--- config.mk ---
export PLATFORM = sky130hd
export DESIGN_NAME = bzb_div
export DESIGN_NICKNAME = d
export VERILOG_FILES = /design/src/design/bzb_pkg.sv /design/src/design/bzb_div.sv
export SDC_FILE = /design/constraint.sdc
export NUM_CORES = 1
export LEC_CHECK = 0
export ABC_AREA = 1
export BUFFER_PORTS_ARGS = -buffer_cell sky130_fd_sc_hd__buf_2
export CELL_PAD_IN_SITES_DETAIL_PLACEMENT = 0
export CELL_PAD_IN_SITES_GLOBAL_PLACEMENT = 1
export CORE_MARGIN = 3
export CORE_UTILIZATION = 50
export DETAILED_ROUTE_END_ITERATION = 8
export GPL_ROUTABILITY_DRIVEN = 1
export PLACE_DENSITY_LB_ADDON = 0.1
export SYNTH_ARGS = -nofsm -noshare
export SYNTH_HDL_FRONTEND = slang
export SYNTH_SLANG_ARGS = --single-unit
--- constraint.sdc ---
create_clock -name clk -period 9.8 [get_ports clk]
set_input_delay 1.47 -clock clk [delete_from_list [all_inputs] [get_ports clk]]
set_output_delay 1.47 -clock clk [all_outputs]
set_load 0.01 [all_outputs]
--- src/design/bzb_pkg.sv ---
// shared constants and types for the quadratic bezier bounding box pipeline
// no dependencies
package bzb_pkg;

  localparam int COORD_WIDTH = 16;
  localparam int T_FRAC_BITS = 16;

  localparam int NUM_W   = COORD_WIDTH + 1;
  localparam int DEN_W   = COORD_WIDTH + 2;
  localparam int REM_W   = DEN_W + 1;
  localparam int TD_W    = T_FRAC_BITS + NUM_W + 1;
  localparam int TT_W    = 2 * T_FRAC_BITS;
  localparam int SUM_W   = 2 * T_FRAC_BITS + DEN_W + 2;
  localparam int DIV_LAT = T_FRAC_BITS + 1;
  localparam int EVAL_LAT = 4;
  localparam int LAT     = DIV_LAT + EVAL_LAT;
  localparam int AXES    = 2;

  typedef logic signed [COORD_WIDTH-1:0] coord_t;
  typedef logic [T_FRAC_BITS-1:0] tparam_t;

  typedef struct packed {
    coord_t start_x;
    coord_t start_y;
    coord_t ctrl_x;
    coord_t ctrl_y;
    coord_t end_x;
    coord_t end_y;
  } curve_t;

  typedef struct packed {
    coord_t box_min_x;
    coord_t box_min_y;
    coord_t box_max_x;
    coord_t box_max_y;
  } box_t;

endpackage

--- src/design/bzb_div.sv ---
// extremum parameter of one axis: sign/range checks, then a pipelined
// restoring divider giving one quotient bit per stage; depends on bzb_pkg
module bzb_div (
  input  logic             clk,
  input  logic             en,
  input  bzb_pkg::coord_t  p0,
  input  bzb_pkg::coord_t  p1,
  input  bzb_pkg::coord_t  p2,
  output bzb_pkg::tparam_t t
);

  localparam int T = bzb_pkg::T_FRAC_BITS;

  logic signed [bzb_pkg::NUM_W-1:0] num;
  logic signed [bzb_pkg::DEN_W-1:0] den;
  logic signed [bzb_pkg::DEN_W-1:0] num_e;
  logic [bzb_pkg::DEN_W-1:0] an;
  logic [bzb_pkg::DEN_W-1:0] ad;
  logic ok;

  logic [bzb_pkg::REM_W-1:0] rem [0:T];
  logic [bzb_pkg::DEN_W-1:0] dvs [0:T];
  bzb_pkg::tparam_t          quo [0:T];

  assign num   = bzb_pkg::NUM_W'(p0) - bzb_pkg::NUM_W'(p1);
  assign den   = bzb_pkg::DEN_W'(p0) - (bzb_pkg::DEN_W'(p1) <<< 1) + bzb_pkg::DEN_W'(p2);
  assign num_e = bzb_pkg::DEN_W'(num);
  assign an    = num_e[bzb_pkg::DEN_W-1] ? unsigned'(-num_e) : unsigned'(num_e);
  assign ad    = den[bzb_pkg::DEN_W-1] ? unsigned'(-den) : unsigned'(den);
  assign ok    = (den != '0) && (num != '0) &&
                 (num[bzb_pkg::NUM_W-1] == den[bzb_pkg::DEN_W-1]) && (an < ad);

  // no extremum inside the curve: divide zero by one, t = 0 lands on the start point
  always_ff @(posedge clk) begin
    if (en) begin
      rem[0] <= ok ? bzb_pkg::REM_W'(an) : '0;
      dvs[0] <= ok ? ad : bzb_pkg::DEN_W'(1);
      quo[0] <= '0;
    end
  end

  for (genvar i = 1; i <= T; i++) begin : g_step
    logic [bzb_pkg::REM_W-1:0] sh;
    logic ge;
    assign sh = {rem[i-1][bzb_pkg::REM_W-2:0], 1'b0};
    assign ge = sh >= bzb_pkg::REM_W'(dvs[i-1]);
    always_ff @(posedge clk) begin
      if (en) begin
        rem[i] <= ge ? sh - bzb_pkg::REM_W'(dvs[i-1]) : sh;
        dvs[i] <= dvs[i-1];
        quo[i] <= {quo[i-1][T-2:0], ge};
      end
    end
  end

  assign t = quo[T];

endmodule

==> flow_metrics.py, run 1 <==
metrics = {
    "power_and_ir_drop": {
        "p_per_area_nw_per_um2": 309,
        "irDropWorstVdd_uv": 139,
        "p_leak_nw": 21.3,
    },
    "cts": {
        "cts_buffer_depth": 3,
        "worst_skew_pair.late_latency_ns": 0.65,
        "h-tree-depth": 3,
        "cts_tree": "done",
        "cts_made_buffers": 80,
        "postCtsSetupRepairBufs": 0,
        "ctsResizeCount": 0,
        "cts-hold-fix-buffers": 0,
        "path_clk_slew_ns": 0.06,
        "cts_root_buf": "clkbuf_16",
        "cts_sinks": 712,
    },
    "floorplan": {
        "die-area_sq_um": 90200,
        "coreArea_sq_um": 85500,
        "start_util": 0.506,
        "die_h_um": 300,
        "die_w_um": 300,
        "core.rowCount": 107,
        "ios": 66,
    },
    "worst_setup_path": {
        "worstSetupPathType": "in -> reg",
        "r2r-end": "rem[0][149]",
        "worst-path-max-fanout": 33,
        "reg2reg_depth": 9,
        "start_kind": "input port",
        "slowest_stage": "fa_1",
        "cp_top_family": "simple AND/OR/NAND/NOR gates",
        "regToRegStartpoint": "rem[0][117]",
        "crit_top_cell": "nand2_1",
        "critPathRequiredTime_ns": 10.27,
        "crit_arrival_ns": 5.89,
        "reg2reg_slack_ns": 6.29,
        "slowest_delay_ns": 0.55,
        "crit_chain": "buf_2 > inv_1 > fa_1 > inv_1 > ha_1 > nand2_1 > nand2_1 > nand2_1 > nand2_1 > nand3_1 > nor2_1 > nand3_1 > nor2_1 > nand3_1 > nand2_1 > xor2_1 > ha_1 > a21oi_1 > o21ai_0 > a21oi_1 > nor3b_1 > nand3_4 > nor2_1",
        "path_buf_inv": 3,
        "endpoint_kind": "flip-flop",
    },
    "timing": {
        "rsz0062_at_grt": "no",
        "finalWorstSetupSlack_ns": 4.38,
        "finalCriticalPeriod_ns": 5.42,
        "final_hold_viol_count": 0,
        "fmax_mhz": 185,
        "finalSetupViolations": 0,
        "tightestPinTransition_ns": 1.11,
        "skew_ns": 0.0229,
        "fin_tns_setup_ns": 0,
        "fin_crit_sh": 0.553,
        "slew_headroom": 0.258,
        "finalMaxSlewViolations": 0,
    },
    "routing": {
        "drt-initial-drc-count": 1877,
        "dr.pass1.iters": 6,
        "vias_per_cell": 5.17,
        "drcViolationCount": 0,
        "wirelength_um": 101000,
        "num_vias": 31100,
        "wl_per_cell_um": 16.8,
        "postRouteAntennaNets": 0,
    },
    "global_routing": {
        "grt_pass1_vias": 30000,
        "grt_pass1_wl_um": 161000,
        "grtUsageTotal": 0.225,
        "antenna_found_initial": 0,
        "grt_overflow": 0,
        "grt_max_degree": 199,
    },
    "yosys": {
        "yosysMostFrequentCell": "nand2_1",
        "ys_top_cells_by_count": "nand2_1 (1090), inv_1 (751), edfxtp_1 (712), ha_1 (339), o21ai_0 (315)",
        "synth_largest_area_cell": "edfxtp_1",
        "ys_async_sr_fraction": 0,
        "syn_avg_cell_area_sq_um": 9.21,
        "synth_cell_types": 47,
        "synth_cells": 4701,
        "ys_seq_area_frac": 0.494,
        "synth_ff_type": "edfxtp_1",
        "synth_seq_cells": 712,
        "synth-edff-count": 712,
        "synth_top_cell_area_share": 0.494,
        "synthTopCellsByArea": "edfxtp_1 (49%), ha_1 (9.8%), nand2_1 (9.4%), inv_1 (6.5%), o21ai_0 (3.6%)",
        "synth_area_sq_um": 43300,
        "yosys_warnings": 0,
    },
    "place": {
        "place_ws_ns": 3.73,
        "dp_hpwl_um": 78500,
        "port_buffers": 65,
        "gp_congestion": 0.874,
    },
    "status": {
        "status": "completed",
    },
    "hold_path": {
        "min_to": "quo[0][114]",
        "holdCritStartpoint": "quo[0][97]",
        "holdPathStages": 0,
        "hold_class": "reg -> reg",
    },
    "cells_and_area": {
        "diodes": 0,
        "nets": 5227,
        "nFillCells": 7716,
        "drive_gt1_frac": 0.0462,
        "area_growth_pct": 9.59,
    },
    "job": {
        "max-cap-violations": 0,
    },
}
## power by group
part,total [mW],switching [mW],internal (mW),leakage (nW)
Clock,2.93,1.23,1.71,1.23
Combinational,6.63,4.23,2.40,13.1
Sequential,5.08,0.535,4.55,6.98
## worst max-delay path by stage
| stage | endpoint | slack (ns) | startpoint | cells past startpoint |
|---|---|---|---|---|
| after CTS | dvs[0][16] | 4.40 | p0[2] | 23 |
| after global placement | rem[0][13] | 3.83 | p0[2] | 23 |
| after detailed placement | rem[0][0] | 3.73 | p0[2] | 23 |
| after global routing | rem[0][1] | 3.89 | p0[2] | 23 |
| final | rem[0][0] | 4.38 | p0[2] | 23 |
| after floorplan | dvs[0][17] | 4.59 | p0[2] | 26 |
## stage by stage
step | power [mW] | cells | area, sq um | hold WS, ns | util
detailed placement | 11.8 | 5868 | 44900 | 0.405 | 0.525
finish | 14.6 | 6011 | 47500 | 0.412 | 0.555
global placement | 11.8 | 5868 | 44900 | 0.400 | 0.525
floorplan | 9.94 | 4702 | 43300 | 0.400 | -
CTS | 14.8 | 6011 | 47500 | 0.411 | 0.555
global route | 15.9 | 6011 | 47500 | 0.415 | 0.555
## worst reg2reg max path, delay by kind of cell, from the launching register on
family,cells,cell delay (ns)
adders and majority gates,1,0.37
DFF,1,0.42
and+or+nand+nor,3,0.56
AOI/OAI and AO/OA,4,1.10
buffers and inverters,1,0.73
## area by class of cell
class	count	area, sq um	share of cell area
Timing Repair Buffer	72	413	0.00870
Multi-Input combinational cell	3187	18800	0.397
Sequential cell	712	21400	0.451
Tap cell	1144	1430	0.0302
Inverter	753	2830	0.0596
Clock buffer	89	2060	0.0433
Clock inverter	54	517	0.0109
## sequential cells by signal, summed over array words and instances (netlist names)
| register | flops |
|---|---|
| rem | 288 |
| quo | 136 |
| dvs | 288 |
## cells by family (layout without fill, tap and decap cells)
kind of cell | count (synthesis) | count (layout) | synth area share
and+or+nand+nor | 1802 | 1802 | 0.174
adders and majority gates | 371 | 371 | 0.113
other | 1 | 2 | 0.0000866
DFF | 712 | 712 | 0.494
xor gates and xnor gates | 243 | 243 | 0.0492
buffers and inverters | 803 | 968 | 0.0715
AOI/OAI and AO/OA | 769 | 769 | 0.0989
## per-layer routing
metal	GRT usage	part of all wire	vias to the layer above
met1	0.296	0.46	14300
met4	0.0578	0.023	0
met5	0	0	-
met2	0.394	0.49	497
met3	0.0288	0.032	140
li1	-	-	16200
## layout by cell type, fill, tap and decap left out, types with 13 or more instances in the layout
master	instances
a21o_1	35
a21oi_1	257
a221oi_1	14
a31oi_1	56
buf_2	64
clkbuf_16	81
clkinv_1	17
edfxtp_1	712
fa_1	32
ha_1	339
inv_1	751
nand2_1	1090
nand3_1	254
nand4_1	46
nor2_1	280
nor3_1	47
nor4_1	33
o21a_1	13
o21ai_0	315
o21bai_1	28
o31ai_1	14
xnor2_1	108
xor2_1	135
No activity file was read; power rests on OpenSTA's default activity.
==> run 2, diff against run 1 <==
--- a/config.mk
+++ b/config.mk
@@ -10,7 +10,7 @@
 export CELL_PAD_IN_SITES_DETAIL_PLACEMENT = 0
 export CELL_PAD_IN_SITES_GLOBAL_PLACEMENT = 1
 export CORE_MARGIN = 3
-export CORE_UTILIZATION = 50
+export CORE_UTILIZATION = 45
 export DETAILED_ROUTE_END_ITERATION = 8
 export GPL_ROUTABILITY_DRIVEN = 1
 export PLACE_DENSITY_LB_ADDON = 0.1
==> constraint.sdc (replaced) <==
create_clock -name clk -period 4.6 [get_ports clk]
set_input_delay 0.69 -clock clk [delete_from_list [all_inputs] [get_ports clk]]
set_output_delay 0.69 -clock clk [all_outputs]
set_load 0.01 [all_outputs]
==> run 2 against run 1 <==
Against the previous run: critical endpoint is now dvs[0][16]; clock-buffer cell count grew 5; critical path type unchanged; global-route usage shrank 1.2 points; clock power grew 130%; combinational power grew 120%.
==> flow_metrics.py, run 2 (synthesis gave the netlist of run 1 again) <==
metrics = {
    "routing": {
        "drt-initial-drc-count": 2083,
        "dr.pass1.iters": 5,
        "drcViolationCount": 0,
        "num_vias": 31500,
        "wirelength_um": 106000,
        "wl_per_cell_um": 16.8,
        "vias_per_cell": 5.01,
        "postRouteAntennaNets": 0,
    },
    "cts": {
        "worst_skew_pair.late_latency_ns": 0.65,
        "cts_root_buf": "clkbuf_16",
        "h-tree-depth": 3,
        "path_clk_slew_ns": 0.06,
        "cts_made_buffers": 82,
        "cts-hold-fix-buffers": 0,
        "cts_sinks": 712,
        "ctsResizeCount": 0,
        "postCtsSetupRepairBufs": 0,
        "cts_buffer_depth": 3,
        "cts_tree": "done",
    },
    "worst_setup_path": {
        "r2r-end": "rem[0][277]",
        "start_kind": "input port",
        "critPathRequiredTime_ns": 5.00,
        "crit_arrival_ns": 4.52,
        "reg2reg_depth": 9,
        "worst-path-max-fanout": 24,
        "endpoint_kind": "flip-flop",
        "worstSetupPathType": "in -> reg",
        "regToRegStartpoint": "rem[0][250]",
        "reg2reg_slack_ns": 1.07,
    },
    "power_and_ir_drop": {
        "total_power_mw": 32.3,
        "p_leak_nw": 22.2,
        "p_per_area_nw_per_um2": 659,
        "irDropWorstVdd_uv": 296,
    },
    "timing": {
        "final_hold_viol_count": 0,
        "skew_ns": 0.0266,
        "finalCriticalPeriod_ns": 4.12,
        "fin_tns_setup_ns": 0,
        "slew_headroom": 0.377,
        "finalSetupViolations": 0,
        "fmax_mhz": 243,
        "tightestPinTransition_ns": 0.934,
        "fin_crit_sh": 0.895,
        "finalMaxSlewViolations": 0,
        "rsz0062_at_grt": "no",
    },
    "place": {
        "postPlaceCellArea_sq_um": 46300,
        "dp_hpwl_um": 83400,
        "gp_congestion": 0.868,
        "placedCellCount": 6147,
        "port_buffers": 65,
    },
    "cells_and_area": {
        "layout_common_cells": "nand2_1 (1090), inv_1 (751), edfxtp_1 (712), ha_1 (339), o21ai_0 (315)",
        "final_core_util": 0.516,
        "drive_gt1_frac": 0.0779,
        "instances_no_fill": 6299,
        "nets": 5387,
        "reg.largest.list": "dvs (288), rem (288), quo (136)",
        "diodes": 0,
        "finalInstanceArea_sq_um": 49100,
        "area_growth_pct": 13.3,
        "final_common_cell": "nand2_1",
    },
    "global_routing": {
        "grt_max_degree": 126,
        "grtUsageTotal": 0.213,
        "grt_overflow": 0,
        "grt_pass1_wl_um": 168000,
        "grt_pass1_vias": 31000,
        "antenna_found_initial": 0,
    },
    "floorplan": {
        "die-area_sq_um": 100000,
        "ios": 66,
        "die_w_um": 316,
        "die_h_um": 316,
        "start_util": 0.455,
        "coreArea_sq_um": 95200,
        "core.rowCount": 113,
    },
    "hold_path": {
        "holdCritStartpoint": "quo[1][92]",
        "min_to": "quo[1][109]",
        "hold_class": "reg -> reg",
        "holdPathStages": 0,
    },
    "status": {
        "status": "completed",
    },
    "job": {
        "max-cap-violations": 0,
    },
}
run 2: cell types whose count changed in the layout (fill, tap and decap cells not counted), sizes merged:
cell	before	now
buf	72	230
bufinv	7	12
clkbuf	89	94
clkinv	33	34
clkinvlp	10	9
inv	757	756
run 2: power by group:
group,internal (mW),switching [mW],total [mW]
clock network,4.00,2.72,6.72
logic,5.57,9.17,14.7
registers,9.68,1.17,10.9
run 2: layout make-up:
class | count | area (sq um)
Sequential cell | 712 | 21400
Inverter | 753 | 2830
Multi-Input combinational cell | 3187 | 18800
Tap cell | 1265 | 1580
Fill cell | 8928 | 46100
Clock inverter | 58 | 713
Timing Repair Buffer | 230 | 1650
Clock buffer | 94 | 2100
run 2: worst max path at each step:
stage,slack (ns),from,end
2_1_floorplan,0.17,p0[2],dvs[0][17]
3_3_place_gp,-0.13,p0[2],rem[0][14]
3_5_place_dp,-0.20,p0[2],dvs[0][16]
4_1_cts,0.48,p0[8],dvs[0][16]
5_1_grt,0.002,p0[8],dvs[0][14]
6_report,0.48,p0[2],dvs[0][16]
run 2: through the flow:
step                      setup slack, ns  hold WS, ns
after detailed placement           -0.200        0.405
after global placement             -0.134        0.400
after global routing              0.00228        0.420
after CTS                           0.479        0.401
final                               0.481        0.404
after floorplan                     0.165        0.400
run 2: routing by layer:
metal / GRT usage / vias up / wire length (um)
met3: 0.0288 / 139 / 3590
li1: - / 16500 / -
met1: 0.276 / 14500 / 47500
met5: 0 / - / 0
met2: 0.374 / 461 / 51900
met4: 0.0619 / 0 / 2580
run 2: critical path, stage by stage:
cell     delay [ns]
buf_2          0.09
inv_1          0.05
fa_1           0.52
inv_1          0.05
ha_1           0.31
buf_4          0.17
xnor2_1        0.16
nor2_1         0.14
nand3_1        0.13
nor2_1         0.13
nand3_1        0.10
nor2_1         0.15
nand3_1        0.11
nand2_1        0.13
nand3_1        0.08
nand2_1        0.09
inv_1          0.05
ha_1           0.29
nand2_1        0.05
nor2_1         0.13
nand4_1        0.14
nor3_1         0.20
nor3b_1        0.08
buf_4          0.15
nand3_4        0.08
buf_12         0.18
nor2_1         0.07
